## src/hw/rtl/refcounted_block_pool_unit_defines.svh

```systemverilog
// Assertion macros shared by the block pool RTL.
// Every macro samples on clk and is switched off while rst_n is low.
`ifndef REFCOUNTED_BLOCK_POOL_UNIT_DEFINES_SVH
`define REFCOUNTED_BLOCK_POOL_UNIT_DEFINES_SVH

// The condition must hold at every clock edge.
`define RBP_ASSERT_ALWAYS(lbl, cond, msg) \
    lbl: assert property (@(posedge clk) disable iff (!rst_n) (cond)) else $error(msg);

// When the trigger holds, the condition must hold in the next cycle.
`define RBP_ASSERT_NEXT(lbl, trig, cond, msg) \
    lbl: assert property (@(posedge clk) disable iff (!rst_n) (trig) |=> (cond)) \
        else $error(msg);

`endif

```

## src/hw/rtl/rbp_pkg.sv

```systemverilog
`timescale 1ns / 1ps

package rbp_pkg;

    // Default pool capacity and the pool size taken at reset.
    localparam int NUM_BLOCKS_DEF = 64;
    localparam int POOL_RESET_DEF = 64;

    // Field widths of the requests, results and the size register.
    localparam int OP_W     = 2;
    localparam int BIDX_W   = 6;
    localparam int STATUS_W = 2;
    localparam int REF_W    = 8;
    localparam int USE_W    = 7;
    localparam int POOL_W   = 7;

    localparam int IN_W  = 8;
    localparam int OUT_W = 32;

    localparam logic [REF_W-1:0] REF_MAX = '1;

    typedef enum logic [OP_W-1:0] {
        OP_ALLOC   = 2'd0,
        OP_ADDREF  = 2'd1,
        OP_RELEASE = 2'd2,
        OP_UNSHARE = 2'd3
    } op_t;

    typedef enum logic [STATUS_W-1:0] {
        ST_OK    = 2'd0,
        ST_EMPTY = 2'd1,
        ST_BAD   = 2'd2,
        ST_SAT   = 2'd3
    } rbp_status_t;

    // Commands from the controller to the datapath.
    typedef struct packed {
        logic clear_step;
        logic rd_en;
        logic commit;
        logic second_wr;
    } cmd_t;

    // Status from the datapath to the controller.
    typedef struct packed {
        logic clear_last;
        logic need_second;
    } sts_t;

endpackage

```

## src/hw/rtl/rbp_ctrl.sv

```systemverilog
`timescale 1ns / 1ps
`include "refcounted_block_pool_unit_defines.svh"

module rbp_ctrl (
    input  logic          clk,
    input  logic          rst_n,
    input  logic          cfg_we,
    input  logic          s_tvalid,
    output logic          s_tready,
    output logic          m_tvalid,
    input  logic          m_tready,
    input  rbp_pkg::sts_t sts,
    output rbp_pkg::cmd_t cmd
);
    import rbp_pkg::*;

    typedef enum logic [3:0] {
        S_CLEAR = 4'b0001,
        S_IDLE  = 4'b0010,
        S_EXEC  = 4'b0100,
        S_UNSH  = 4'b1000
    } state_t;

    state_t state_reg, state_next;
    logic   out_valid_reg, out_valid_next;
    logic   slot_free;

    assign slot_free = !out_valid_reg || m_tready;
    assign s_tready  = (state_reg == S_IDLE);
    assign m_tvalid  = out_valid_reg;

    always_comb
    begin
        state_next = state_reg;
        cmd        = '0;
        case (state_reg)
            S_CLEAR:
            begin
                cmd.clear_step = 1'b1;
                if (sts.clear_last)
                begin
                    state_next = S_IDLE;
                end
            end
            S_IDLE:
            begin
                if (s_tvalid)
                begin
                    cmd.rd_en  = 1'b1;
                    state_next = S_EXEC;
                end
            end
            S_EXEC:
            begin
                if (slot_free)
                begin
                    cmd.commit = 1'b1;
                    state_next = sts.need_second ? S_UNSH : S_IDLE;
                end
            end
            S_UNSH:
            begin
                cmd.second_wr = 1'b1;
                state_next    = S_IDLE;
            end
            default:
            begin
                state_next = S_CLEAR;
            end
        endcase
        // A size write restarts the initialisation sweep.
        if (cfg_we)
        begin
            cmd        = '0;
            state_next = S_CLEAR;
        end
    end

    always_comb
    begin
        out_valid_next = out_valid_reg;
        if (out_valid_reg && m_tready)
        begin
            out_valid_next = 1'b0;
        end
        if (cmd.commit)
        begin
            out_valid_next = 1'b1;
        end
    end

    always_ff @(posedge clk or negedge rst_n)
    begin
        if (!rst_n)
        begin
            state_reg     <= S_CLEAR;
            out_valid_reg <= 1'b0;
        end
        else
        begin
            state_reg     <= state_next;
            out_valid_reg <= out_valid_next;
        end
    end

    `RBP_ASSERT_NEXT(a_accept_exec, s_tvalid && s_tready && !cfg_we,
        state_reg == S_EXEC, "accepted request did not reach execution")
    `RBP_ASSERT_NEXT(a_second_write, cmd.commit && sts.need_second && !cfg_we,
        state_reg == S_UNSH, "unshare copy missed its second count write")
    `RBP_ASSERT_NEXT(a_commit_valid, cmd.commit && !cfg_we, m_tvalid,
        "committed result not presented")

endmodule

```

## src/hw/rtl/rbp_dpath.sv

```systemverilog
`timescale 1ns / 1ps
`include "refcounted_block_pool_unit_defines.svh"

module rbp_dpath #(
    parameter int NUM_BLOCKS = rbp_pkg::NUM_BLOCKS_DEF
) (
    input  logic                       clk,
    input  logic                       rst_n,
    input  logic                       cfg_we,
    input  logic [rbp_pkg::POOL_W-1:0] cfg_data,
    input  logic [rbp_pkg::IN_W-1:0]   in_data,
    input  rbp_pkg::cmd_t              cmd,
    output rbp_pkg::sts_t              sts,
    output logic [rbp_pkg::OUT_W-1:0]  out_data
);
    import rbp_pkg::*;

    localparam int IDX_W     = $clog2(NUM_BLOCKS);
    localparam int CNT_W     = $clog2(NUM_BLOCKS + 1);
    localparam int POOL_INIT = (POOL_RESET_DEF > NUM_BLOCKS) ? NUM_BLOCKS : POOL_RESET_DEF;

    // Count and free stack storage.
    logic [REF_W-1:0] ref_mem   [NUM_BLOCKS];
    logic [IDX_W-1:0] stack_mem [NUM_BLOCKS];

    logic [CNT_W-1:0]  pool_reg, free_reg, used_reg, peak_reg;
    logic [CNT_W-1:0]  free_next, used_next, peak_next;
    logic [IDX_W-1:0]  clr_reg;
    op_t               op_reg;
    logic [BIDX_W-1:0] bi_reg;
    logic [REF_W-1:0]  ref_rd_reg;
    logic [IDX_W-1:0]  top_rd_reg;

    logic [STATUS_W-1:0] st_reg;
    logic [BIDX_W-1:0]   res_reg;
    logic [REF_W-1:0]    ra_reg;
    logic [USE_W-1:0]    use_reg, peak_out_reg;

    logic [31:0]       cfg_clamped;
    logic [CNT_W-1:0]  pool_cfg;
    logic [BIDX_W-1:0] bi_in;
    logic [IDX_W-1:0]  top_addr;

    rbp_status_t       st;
    logic [BIDX_W-1:0] res;
    logic [REF_W-1:0]  ra;
    logic              in_range, valid, can_pop;
    logic              do_pop, do_push;
    logic              need_second;
    logic              exec_we;
    logic [IDX_W-1:0]  exec_wa;
    logic [REF_W-1:0]  exec_wd;

    logic              ref_we, stk_we;
    logic [IDX_W-1:0]  ref_wa, stk_wa;
    logic [REF_W-1:0]  ref_wd;
    logic [IDX_W-1:0]  stk_wd;

    // Pool size is clamped into one to the capacity.
    always_comb
    begin
        cfg_clamped = 32'(cfg_data);
        if (cfg_data == '0)
        begin
            cfg_clamped = 32'd1;
        end
        else if (32'(cfg_data) > 32'(NUM_BLOCKS))
        begin
            cfg_clamped = 32'(NUM_BLOCKS);
        end
        pool_cfg = CNT_W'(cfg_clamped);
    end

    assign bi_in    = in_data[OP_W +: BIDX_W];
    assign top_addr = IDX_W'(free_reg - CNT_W'(1));

    assign sts = '{clear_last:  (32'(clr_reg) == 32'(pool_reg) - 32'd1),
                   need_second: need_second};

    // Outcome of the latched request.
    always_comb
    begin
        in_range = 32'(bi_reg) < 32'(pool_reg);
        valid    = in_range && (ref_rd_reg != '0);
        can_pop  = (free_reg != '0);
        st       = ST_OK;
        res      = bi_reg;
        ra       = '0;
        do_pop   = 1'b0;
        do_push  = 1'b0;
        exec_we  = 1'b0;
        exec_wa  = IDX_W'(bi_reg);
        exec_wd  = '0;
        need_second = 1'b0;
        if (op_reg == OP_ALLOC)
        begin
            res = '0;
            if (can_pop)
            begin
                do_pop  = 1'b1;
                res     = BIDX_W'(top_rd_reg);
                ra      = REF_W'(1);
                exec_we = 1'b1;
                exec_wa = top_rd_reg;
                exec_wd = REF_W'(1);
            end
            else
            begin
                st = ST_EMPTY;
            end
        end
        else if (!valid)
        begin
            st = ST_BAD;
        end
        else
        begin
            case (op_reg)
                OP_ADDREF:
                begin
                    if (ref_rd_reg == REF_MAX)
                    begin
                        st = ST_SAT;
                        ra = REF_MAX;
                    end
                    else
                    begin
                        ra      = ref_rd_reg + REF_W'(1);
                        exec_we = 1'b1;
                        exec_wd = ra;
                    end
                end
                OP_RELEASE:
                begin
                    exec_we = 1'b1;
                    if (ref_rd_reg > REF_W'(1))
                    begin
                        ra      = ref_rd_reg - REF_W'(1);
                        exec_wd = ra;
                    end
                    else
                    begin
                        do_push = 1'b1;
                    end
                end
                OP_UNSHARE:
                begin
                    ra = ref_rd_reg;
                    if (ref_rd_reg > REF_W'(1))
                    begin
                        if (can_pop)
                        begin
                            do_pop      = 1'b1;
                            res         = BIDX_W'(top_rd_reg);
                            ra          = REF_W'(1);
                            exec_we     = 1'b1;
                            exec_wd     = ref_rd_reg - REF_W'(1);
                            need_second = 1'b1;
                        end
                        else
                        begin
                            st = ST_EMPTY;
                        end
                    end
                end
                default:
                begin
                    st = ST_BAD;
                end
            endcase
        end

        free_next = free_reg;
        used_next = used_reg;
        if (do_pop)
        begin
            free_next = free_reg - CNT_W'(1);
            used_next = used_reg + CNT_W'(1);
        end
        else if (do_push)
        begin
            free_next = free_reg + CNT_W'(1);
            if (used_reg != '0)
            begin
                used_next = used_reg - CNT_W'(1);
            end
        end
        peak_next = (used_next > peak_reg) ? used_next : peak_reg;
    end

    // Single write port per memory, shared by the sweep and the operations.
    always_comb
    begin
        ref_we = 1'b0;
        ref_wa = clr_reg;
        ref_wd = '0;
        stk_we = 1'b0;
        stk_wa = clr_reg;
        stk_wd = IDX_W'(pool_reg - CNT_W'(1) - CNT_W'(clr_reg));
        if (cmd.clear_step)
        begin
            ref_we = 1'b1;
            stk_we = 1'b1;
        end
        else if (cmd.commit)
        begin
            ref_we = exec_we;
            ref_wa = exec_wa;
            ref_wd = exec_wd;
            stk_we = do_push;
            stk_wa = IDX_W'(free_reg);
            stk_wd = IDX_W'(bi_reg);
        end
        else if (cmd.second_wr)
        begin
            ref_we = 1'b1;
            ref_wa = top_rd_reg;
            ref_wd = REF_W'(1);
        end
    end

    always_ff @(posedge clk)
    begin
        if (ref_we)
        begin
            ref_mem[ref_wa] <= ref_wd;
        end
        if (cmd.rd_en)
        begin
            ref_rd_reg <= ref_mem[IDX_W'(bi_in)];
        end
    end

    always_ff @(posedge clk)
    begin
        if (stk_we)
        begin
            stack_mem[stk_wa] <= stk_wd;
        end
        if (cmd.rd_en)
        begin
            top_rd_reg <= stack_mem[top_addr];
        end
    end

    always_ff @(posedge clk)
    begin
        if (cmd.rd_en)
        begin
            op_reg <= op_t'(in_data[OP_W-1:0]);
            bi_reg <= bi_in;
        end
        if (cmd.commit)
        begin
            st_reg       <= st;
            res_reg      <= res;
            ra_reg       <= ra;
            use_reg      <= USE_W'(used_next);
            peak_out_reg <= USE_W'(peak_next);
        end
    end

    always_ff @(posedge clk or negedge rst_n)
    begin
        if (!rst_n)
        begin
            pool_reg <= CNT_W'(POOL_INIT);
            free_reg <= CNT_W'(POOL_INIT);
            used_reg <= '0;
            peak_reg <= '0;
            clr_reg  <= '0;
        end
        else if (cfg_we)
        begin
            pool_reg <= pool_cfg;
            free_reg <= pool_cfg;
            used_reg <= '0;
            peak_reg <= '0;
            clr_reg  <= '0;
        end
        else if (cmd.clear_step)
        begin
            clr_reg <= clr_reg + IDX_W'(1);
        end
        else if (cmd.commit)
        begin
            free_reg <= free_next;
            used_reg <= used_next;
            peak_reg <= peak_next;
        end
    end

    assign out_data = {{(OUT_W - STATUS_W - BIDX_W - REF_W - 2 * USE_W){1'b0}},
                       peak_out_reg, use_reg, ra_reg, res_reg, st_reg};

    `RBP_ASSERT_ALWAYS(a_block_balance,
        32'(free_reg) + 32'(used_reg) == 32'(pool_reg),
        "free and used buffers do not add up to the pool size")
    `RBP_ASSERT_ALWAYS(a_peak_bound, peak_reg >= used_reg,
        "peak fell below the buffers in use")
    `RBP_ASSERT_NEXT(a_alloc_count, cmd.commit && do_pop && !cfg_we,
        used_reg == $past(used_reg) + CNT_W'(1), "allocation did not raise the use count")

endmodule

```

## src/hw/rtl/refcounted_block_pool_unit.sv

```systemverilog
`timescale 1ns / 1ps
// Reference-counted buffer pool with a LIFO free stack.
// Requests arrive on the s_t* channel, each carrying an opcode (allocate, add
// reference, release, unshare) and a buffer index. Every request produces one
// result on the m_t* channel: a status, the buffer to use, its reference count
// afterwards, and the buffers in use together with their peak.
// A request is accepted in the idle state and moves to execution in the following
// cycle, where it executes once the output register is free; its result is then
// registered for the m_t* channel. An unshare that hands out a copy also passes
// through S_UNSH for its second count write, since the count memory has one write
// port. The next request is accepted only once execution is complete.
// The result sits in an output register, so a stalled receiver does not stop
// the next request being taken; that request then waits in execution until
// the held result has been taken.
// After reset, and after every write of pool_size on cfg_we/cfg_data, the
// block sweeps its memories once, one entry per cycle, over pool size entries
// (at most NUM_BLOCKS), to clear the counts and refill the free stack with the
// lowest index on top; s_tready stays low during the sweep.
module refcounted_block_pool_unit #(
    parameter int NUM_BLOCKS = rbp_pkg::NUM_BLOCKS_DEF
) (
    input  logic                       clk,
    input  logic                       rst_n,
    // Pool size register, written whenever cfg_we is high.
    input  logic                       cfg_we,
    input  logic [rbp_pkg::POOL_W-1:0] cfg_data,
    // Request channel.
    input  logic                       s_tvalid,
    output logic                       s_tready,
    input  logic [rbp_pkg::IN_W-1:0]   s_tdata,   // opcode[1:0], block_index[7:2]
    // Result channel.
    output logic                       m_tvalid,
    input  logic                       m_tready,
    output logic [rbp_pkg::OUT_W-1:0]  m_tdata    // status[1:0], result_index[7:2],
                                                  // ref_after[15:8], in_use[22:16],
                                                  // in_use_peak[29:23], zero[31:30]
);
    import rbp_pkg::*;

    cmd_t cmd;
    sts_t sts;

    // The controller sequences the sweep, request capture and execution.
    rbp_ctrl u_ctrl (
        .clk      (clk),
        .rst_n    (rst_n),
        .cfg_we   (cfg_we),
        .s_tvalid (s_tvalid),
        .s_tready (s_tready),
        .m_tvalid (m_tvalid),
        .m_tready (m_tready),
        .sts      (sts),
        .cmd      (cmd)
    );

    // The datapath holds the count and stack memories, the counters and the
    // result register.
    rbp_dpath #(
        .NUM_BLOCKS (NUM_BLOCKS)
    ) u_dpath (
        .clk      (clk),
        .rst_n    (rst_n),
        .cfg_we   (cfg_we),
        .cfg_data (cfg_data),
        .in_data  (s_tdata),
        .cmd      (cmd),
        .sts      (sts),
        .out_data (m_tdata)
    );

endmodule
```

## config.mk

```make
export PLATFORM = sky130hd
export DESIGN_NAME = refcounted_block_pool_unit
export DESIGN_NICKNAME = d
export VERILOG_FILES = /design/src/hw/rtl/rbp_pkg.sv /design/src/hw/rtl/rbp_ctrl.sv /design/src/hw/rtl/rbp_dpath.sv /design/src/hw/rtl/refcounted_block_pool_unit.sv
export VERILOG_INCLUDE_DIRS = /design/src /design/src/hw/rtl
export SDC_FILE = /design/constraint.sdc
export NUM_CORES = 1
export LEC_CHECK = 0
export BUFFER_PORTS_ARGS = -buffer_cell sky130_fd_sc_hd__buf_2
export CORE_MARGIN = 2
export CORE_UTILIZATION = 41
export DETAILED_ROUTE_END_ITERATION = 7
export GPL_ROUTABILITY_DRIVEN = 0
export PLACE_DENSITY_LB_ADDON = 0.05
export SYNTH_ARGS = -nofsm -noshare
export SYNTH_HDL_FRONTEND = slang
export SYNTH_SLANG_ARGS = --single-unit
export TNS_END_PERCENT = 5
```

## constraint.sdc

```tcl
create_clock -name clk -period 8.4 [get_ports clk]
set_input_delay 1.26 -clock clk [delete_from_list [all_inputs] [get_ports clk]]
set_output_delay 1.26 -clock clk [all_outputs]
set_load 0.005 [all_outputs]
```

==> results.txt, run 1 <==
The run finished with clean final reports. Setup repair after global routing left no endpoint under its margin. Setup violations remaining at the end of the flow were counted as 0.

The average wire per standard cell works out to 28.82 um. The per-instance average area after synthesis works out to 18.92 um2. For the final routed database, the setup TNS stands at 0 ns.

The tools report the reported max-cap violation count as 0. Summing the areas of all compound-gate instances in the mapped netlist gives 3.782% of the synthesized area. During placement, the flow inserted port buffers numbering 51. The number of storage elements in the synthesis netlist came out at 987. The number of gates resized after cts is 0.

In this run the horizontal extent of the chip is 319.7 um. OpenSTA, run right after detailed placement, puts the worst setup slack at 2.507 ns. The die is 319.7 um tall. The tools report the start point of the critical path as u_dpath.free_reg[0]. The cell row count was 115; the count of flip-flops with a built-in enable after synthesis was 948. The critical path is of the flop to flop type. The worst ir drop on vdd is 0.1858 mV, and the share of final-layout standard cells stronger than drive strength 1 is 25.00%.

Synthesis produced 2159 cells. The floorplan step defined a die boundary enclosing 102200 um2. Synthesis instantiated 83 different standard cells from the library.

The tools report the relative max-transition margin as 20.34%. The design draws 0.01185 W. The run gives 2 as the number of antenna violations at the first check in global routing. The first global-routing pass estimated 153200 um of wire.

The total vias in the final route is 21077, and the yosys synthesis warning count is 0. In this run the number of H-tree levels came out at 3. The top register by number of flip-flops is u_dpath.ref_mem. Top flip-flop cell by instance count after synthesis: edfxtp_1. The count of pins over their slew limit is 0, and the share of synthesized registers carrying an async set or reset is 3.951%. The tools report the initial standard-cell utilization of the core as 41.45%. Summed over all layers, the global routing overflow is 0.

Type of the tightest min-delay check: flop to flop. Number of hold buffers added after CTS: 0. By area, the combinational part of the netlist is dominated by multiplexers. Static timing analysis puts the maximum clock frequency at 175.2 MHz. Clock tree root buffer cell: clkbuf_16. After clock tree synthesis, the clock-pin slew on the worst setup and hold paths is 0.06 ns.

The run gives 66180 um as the post-DP HPWL. Hold timing on the final database bottoms out at a slack of 0.5270 ns. Dividing the detail-routed via count by the number of cells gives 5.811. For the largest buffer count on any clock path, the log shows 3. Of the post-synthesis cell area, the part taken by muxes is 15.92%.

After detailed routing, the total wire length is 104500 um. Setup slack closes at 2.693 ns. At the worst endpoint, the arrival time is 6.00 ns. The logs give 7 for the number of optimization iterations in the first detailed-route pass and 15.12 nW for the leakage dissipation. Area growth from synthesis to layout: 13.50%.

After synthesis the cells add up to 40850 um2. Start point of the worst min-delay path: u_dpath.free_reg[6]. TritonCTS built the clock tree. The repair_antennas step left the layout with diodes totalling 0. The slew of the pin with the lowest slew margin was 1.186 ns. The share of Yosys cell area claimed by the top area cell type was 69.68%; the core area was 98560 um2.

After detailed routing, the number of remaining DRC violations is 0. The biggest area contributor in the post-synthesis netlist is edfxtp_1. The pin count of the biggest net entering global routing is 69. For the clock latency reported for the late side of the worst-skew pair, the log shows 0.70 ns. Utilization of the core after routing: 47.05%. The synthesized netlist devotes 0.8759% of its cell area to XOR and XNOR gates. The total routing usage reported by global routing was 20.64%; the final net count was 2296.

STA classifies the critical path startpoint as a flop. The post-synthesis share of cell area spent on full adders, half adders and majority gates was 0.8759%. The setup skew after layout is 0.02635 ns.

The sequential cell area fraction in the yosys report came out at 72.08%. The final number of hold-violating endpoints is 0, and the number of buffers inserted by post-CTS setup repair is 0. The count of nets left with antenna violations once routing finished came out at 0.

Of the available clock period, the critical path in the final layout requires 67.94%. In this run the worst path has a maximum fanout of 36. Dividing total power by cell area gives a power density of 255.6 nW/um2. Data on the critical path is required at its endpoint by 8.69 ns. After layout, the minimum clock period comes to 5.707 ns.

The flip-flop count of the largest register after layout is 512. Ranked by instance count, the synthesized netlist is headed by 948 x edfxtp_1, 280 x mux4_2, 170 x nor2_1. The origin of the critical flop-to-flop path is u_dpath.free_reg[0]. Summing the areas of all and, or, nand and nor instances in the mapped netlist gives 4.998% of the synthesized area. In the final layout, the registers with the most flip-flops are u_dpath.ref_mem: 512 flops, u_dpath.stack_mem: 384 flops. Clock tree synthesis found a total of 987 sinks. The I/O pin count is 54.

By area the synthesized netlist is led by edfxtp_1 70%, mux4_2 15%, dfrtp_1 2.2%. The number of global-route vias before repair was 21817. In this run, the number of DRC markers left after iteration 0 of detailed routing was 2184.

The most common cell in the netlist was edfxtp_1. Counting the buffers created by CTS gives 108. The worst setup path is captured at a flop.
cell usage in the layout (no fill, tap or decap), types with 11 or more instances in the layout:
cell type / instances
ha_1: 26
inv_1: 37
nor2b_1: 11
a21oi_1: 36
xnor2_1: 22
mux4_2: 280
buf_2: 49
clkbuf_16: 110
bufinv_16: 16
nand3_1: 24
edfxtp_1: 948
a31oi_1: 11
o21ai_0: 48
mux2i_1: 14
clkbuf_1: 14
or3_1: 12
xor2_1: 15
nor2_1: 165
dfrtp_1: 35
clkinv_1: 28
clkinv_2: 19
nor3_1: 40
nand2_1: 113
buf_4: 33
a22oi_1: 37
path summary, 6_finish.rpt:
kind                       cells past startpoint  slack [ns]                      to
min                                            2        0.53     u_dpath.free_reg[6]
min reg2reg                                    2        0.53     u_dpath.free_reg[6]
min in group asynchronous                      1        0.73     u_dpath.used_reg[1]
max                                            8        2.69  u_dpath.ref_mem[36][7]
max in group asynchronous                      1        6.95     u_dpath.free_reg[0]
max reg2reg                                    8        2.69  u_dpath.ref_mem[36][7]
per-layer routing:
metal	vias up	wire, um	GRT usage [%]	part of all wire, %
li1	9027	-	-	-
met3	130	7588	4.642	7.3
met4	0	2041	5.367	2.0
met5	-	0	0	0
met1	11131	46390	29.70	44
met2	789	48520	31.93	46
area by class of cell:
class / instances / area, um2
Multi-Input combinational cell: 1028 / 10960
Timing Repair Buffer: 84 / 526.8
Sequential cell: 987 / 29450
Inverter: 39 / 146.4
Clock buffer: 124 / 2805
Clock inverter: 78 / 867.1
Fill cell: 8176 / 52190
Tap cell: 1287 / 1610
critical path: stages, from the launching register on:
cell      delay (ns)
dfrtp_4         0.75
inv_1           0.26
ha_4            0.18
or3b_2          0.57
o21ai_2         0.72
nand2_1         0.45
o221ai_1        0.86
nand2_1         0.51
nor3_1          0.99
cell families (layout without fill, tap and decap cells):
family                   count (synthesis)  in the layout
flip-flops                             987            987
AND/OR/NAND/NOR                        440            440
multiplexers                           299            299
AO/OA/AOI/OAI                          219            219
buffers and inverters                  145            325
XOR/XNOR                                40             40
adder cells (fa/ha/maj)                 28             28
other                                    1              2
where the power goes:
group	switching, W	internal [W]
clock network	0.00198	0.00289
registers	0.0000581	0.00566
logic	0.000846	0.000416
through the flow:
step                area (um2)  instances
floorplan                40860       2160
global placement         42700       3425
detailed placement       42700       3425
CTS                      46370       3627
global route             46370       3627
finish                   46370       3627
No activity file was read; power rests on OpenSTA's default activity.
==> run 2, diff against run 1 <==
--- a/config.mk
+++ b/config.mk
@@ -6,6 +6,7 @@
 export SDC_FILE = /design/constraint.sdc
 export NUM_CORES = 1
 export LEC_CHECK = 0
+export ABC_AREA = 1
 export BUFFER_PORTS_ARGS = -buffer_cell sky130_fd_sc_hd__buf_2
 export CORE_MARGIN = 2
 export CORE_UTILIZATION = 41
==> constraint.sdc (replaced) <==
create_clock -name clk -period 4.85 [get_ports clk]
set_input_delay 0.7275 -clock clk [delete_from_list [all_inputs] [get_ports clk]]
set_output_delay 0.7275 -clock clk [all_outputs]
set_load 0.005 [all_outputs]
==> run 2 against run 1 <==
  * Register-to-register slack worse by 2.0 ns
  * Clock power up 74%
  * Hold slack got worse by 0.35 ns
  * Area after synthesis increased by 2.2%
  * Maximum frequency grew 36%
  * Final cell count grew 36%
  * Worst setup slack worse by 2.0 ns
  * Cell area grew 1.9%
  * First-iteration DRC count is 4.1% higher
  * Die area grew 2.2%
  * Critical endpoint is now u_dpath.peak_out_reg[0]
==> results.txt, run 2 <==
The logs give 6 (-1) for the number of optimization iterations in the first detailed-route pass and 0 (unchanged) for the number of design rule violations left after detail routing. The area of the die was 104400 um2 (+2.2%); the power density of the placed cells was 475.6 nW/um2 (+86%). The tools report the endpoint kind of the worst setup timing path as a flop.

TritonCTS built the clock tree. The count of buffers from port buffering was 51 (unchanged). Traced cell by cell, the critical path runs through inv_1, ha_1, nand2_1, nand2_1, a21oi_1, nand2_1, nor2_2, nand2_4, nand2_2, nand2_1, nand2_1, inv_1, ha_1, a21oi_1, o21ai_0, nand4_1, nand2_1, nand2_1, inv_1, or2_2, and2_1. The setup slack after placement was 0.6904 ns (-1.817 ns). The share of power burned in combinational logic is 18.0% (+7.4 points).

The run gives 0.6671 ns (-2.026 ns) as the post-route worst setup slack. The largest buffer count on any clock path was 3 (unchanged); the cell row count was 117 (+1.7%). The tools report the filler cell count as 9125 (+12%). The highest cell delay on the worst timing path was 0.44 ns (-0.55 ns); the number of antenna violations at the first check in global routing was 1 (-1).

The yosys synthesis warning count is 0 (unchanged). The share of final-layout standard cells stronger than drive strength 1 is 10.06% (-15 points). Type of the tightest min-delay check: primary input to async pin. The flow ran to the end, and the final reports show no timing, DRC or antenna violations. The power dissipated by switching net loads is 0.006584 W (+130%).

The logs give 14.06% (-6.3 points) for the relative max-transition margin and 0.3130 mV (+68%) for the worst ir drop on vdd. The tools report the setup skew after layout as 0.02515 ns (-0.001198 ns). The total wire length is 117300 um (+12%), and the flip-flop count of the largest register after layout is 512 (unchanged). The post-synthesis cell type with the largest combined area is edfxtp_1.

Number of buffers inserted by post-CTS setup repair: 0 (unchanged). Relative to the synthesized area, the layout overhead comes to 13.19%. The count of pins over their slew limit was 0 (unchanged). The share of Yosys cell area claimed by the top area cell type came out at 68.19% (-1.5 points).

Final net count: 3534 (+54%). The tools report the initial standard-cell utilization of the core as 41.15% (-0.30 points). Among all flip-flop cells after synthesis, the most frequent one is edfxtp_1.

The clock tree root buffer cell is clkbuf_16. The run gives 101400 um2 (+2.9%) as the core area. The clock latency reported for the late side of the worst-skew pair was 0.71 ns (about the same).

Yosys instantiated no cell more often than edfxtp_1. The number of buffers created by CTS is 109 (+0.93%). The average vias per placed instance is 5.590 (-3.8%). The largest individual stage delay along the critical path comes from the cell dfrtp_1. The I/O pin count was 54 (unchanged); the global-route wire length before repair was 175700 um (+15%).

The cell-internal power was 0.01589 W (+77%). The top register by number of flip-flops was u_dpath.ref_mem. The sum of negative setup slack was 0 ns (unchanged); the data required time at the worst endpoint was 5.31 ns (-3.38 ns). The number of gates resized after cts was 0 (unchanged); the number of H-tree levels was 3 (unchanged). The die span in y works out to 323.1 um (+1.1%).

Leakage dissipation: 15.44 nW (+2.1%). The logs give 0 (unchanged) for the final antenna-violating net count and 69690 um (+5.3%) for the post-DP HPWL. The logs give 0 (unchanged) for the total congestion overflow after global routing and 27649 (+31%) for the total vias in the final route. By count the netlist is led by 948 x edfxtp_1, 647 x nor2_1, 501 x o21ai_0. The cell area after synthesis is 41750 um2 (+2.2%).

The highest clock frequency the design can meet was 239.1 MHz (+36%); the share of the clock period used by the worst path after layout was 86.25% (+18 points). The run gives 0 (unchanged) as the reported max-cap violation count. The count of endpoints failing setup in the final report is 0 (unchanged).

The tools report the part of the power in registers as 44.3% (-3.9 points). In the post-synthesis netlist, the biggest area contributors are edfxtp_1 68%, o21ai_0 6.0%, nor2_1 5.8%. Cell repeated most along the worst path: nand2_1. The distinct cell type count after synthesis was 53 (-36%).

The count of flip-flops with a built-in enable after synthesis was 948 (unchanged). The per-instance average area after synthesis is 12.01 um2 (-37%), and the sequential cell area fraction in the yosys report is 70.53% (-1.5 points). Slew of the pin with the lowest slew margin: 1.284 ns (+0.09838 ns). The number of sinks on the clock net is 987 (unchanged). The largest registers in the layout are u_dpath.ref_mem: 512 flops, u_dpath.stack_mem: 384 flops.

The share of synthesized registers carrying an async set or reset is 3.951% (unchanged). Number of hold buffers added after CTS: 0 (unchanged). Clock share of power: 37.8% (-3.3 points).

The critical path in this run is classified as flop to flop. The run gives 27277 (+25%) as the number of global-route vias before repair. The die boundary width came out at 323.1 um (+1.1%). The leading cell type in the layout, fill and taps excluded is edfxtp_1. The type of element launching the critical path is a flop. Setup repair after global routing left no endpoint under its margin. The maximum fanout along the worst path came out at 14 (-61%).

The tools report the cell count after placement as 4743 (+38%). The library cells used most frequently in the layout, excluding fill and tap cells, are 948 x edfxtp_1, 643 x nor2_1, 494 x o21ai_0. The run gives 197 (+190%) as the pin count of the biggest net entering global routing.

Number of storage elements in the synthesis netlist: 987 (unchanged). Clock transition at the registers of the reported paths: 0.07 ns (about the same). The logs give 0 (unchanged) for the count of antenna diodes in the layout and 4.65 ns (-1.35 ns) for the worst endpoint data arrival time. The final number of hold-violating endpoints was 0 (unchanged).

The total routing usage reported by global routing is 22.45% (+1.8 points), and the average wire per standard cell is 23.71 um (-18%). The count of placed standard cells in the final layout, fillers left out came out at 4946 (+36%). The switching share of total power was 29.29% (+5.0 points); the DRC violation total after the first TritonRoute iteration was 2273 (+4.1%). The tools report the final-layout worst hold slack as 0.1800 ns (-0.3470 ns). The shortest period the worst path allows was 4.183 ns (-1.524 ns).

The run gives 3477 (+61%) as the synthesized instance count.
run 2: changes by cell type after synthesis, moves of 37 or more:
cell / before / now
a22oi_1: 37 / 0
clkbuf_1: 62 / 165
inv_1: 37 / 125
mux4_2: 280 / 0
nand2_1: 115 / 320
nand3_1: 24 / 190
nor2_1: 170 / 647
o211ai_1: 5 / 57
o21ai_0: 53 / 501
o221ai_1: 2 / 123
o22ai_1: 5 / 100
run 2: cell type report:
cell class / instances / area, um2 / area share [%]
clock inverter: 71 / 809.5 / 1.713
timing repair buffer: 102 / 774.5 / 1.639
tap: 1368 / 1712 / 3.622
clock buffer: 132 / 2877 / 6.087
multi-input combinational: 2135 / 11050 / 23.39
sequential: 987 / 29450 / 62.32
inverter: 151 / 580.6 / 1.229
run 2: critical path: cells and delay by family, from the launching register on:
family,cells,cell delay (ns)
simple gates,13,2.11
fa+ha+maj,2,0.59
flops,1,0.44
buf+inv,3,0.40
compound gates,3,0.39
run 2: cell families (layout without fill, tap and decap cells):
group / after synthesis / count (layout) / synth area share (%)
other: 1 / 2 / 0.008982
XOR/XNOR: 33 / 33 / 0.6923
adder cells (fa/ha/maj): 28 / 28 / 0.8571
buffers and inverters: 356 / 456 / 3.348
AO/OA/AOI/OAI: 853 / 853 / 12.24
AND/OR/NAND/NOR: 1219 / 1219 / 12.32
flip-flops: 987 / 987 / 70.53
run 2: final timing paths:
kind,cells after the start,endpoint,slack [ns],from
max reg2reg,21,u_dpath.peak_out_reg[0],0.67,u_dpath.pool_reg[4]
min,1,u_dpath.peak_reg[2],0.18,rst_n
max,21,u_dpath.peak_out_reg[0],0.67,u_dpath.pool_reg[4]
max in group asynchronous,1,u_dpath.free_reg[0],3.95,rst_n
min reg2reg,2,u_dpath.peak_reg[5],0.48,u_dpath.peak_reg[5]
min in group clk,1,u_dpath.op_reg[1],0.20,s_tdata[1]
run 2: power by group through the flow:
stage          combinational [W]  sequential, W  clock, W
2_1_floorplan            0.00239         0.0102         0
3_3_place_gp             0.00404         0.0101         0
3_5_place_dp             0.00407         0.0101         0
4_1_cts                  0.00409        0.00995   0.00866
5_1_grt                  0.00441        0.00996   0.00900
6_report                 0.00403        0.00995   0.00849
run 2: layer usage:
metal	global-route usage (%)	share of wire, %
met1	30.34	43
met2	36.90	48
met3	3.087	4.8
met4	8.630	3.8
met5	0	0
run 2: stage by stage:
stage / total power, W / area, um2 / utilization [%]
4_1_cts: 0.02270 / 47260 / 46.58
2_1_floorplan: 0.01255 / 41750 / -
5_1_grt: 0.02337 / 47260 / 46.58
3_5_place_dp: 0.01419 / 43570 / 42.95
3_3_place_gp: 0.01417 / 43570 / 42.95
6_report: 0.02248 / 47260 / 46.58
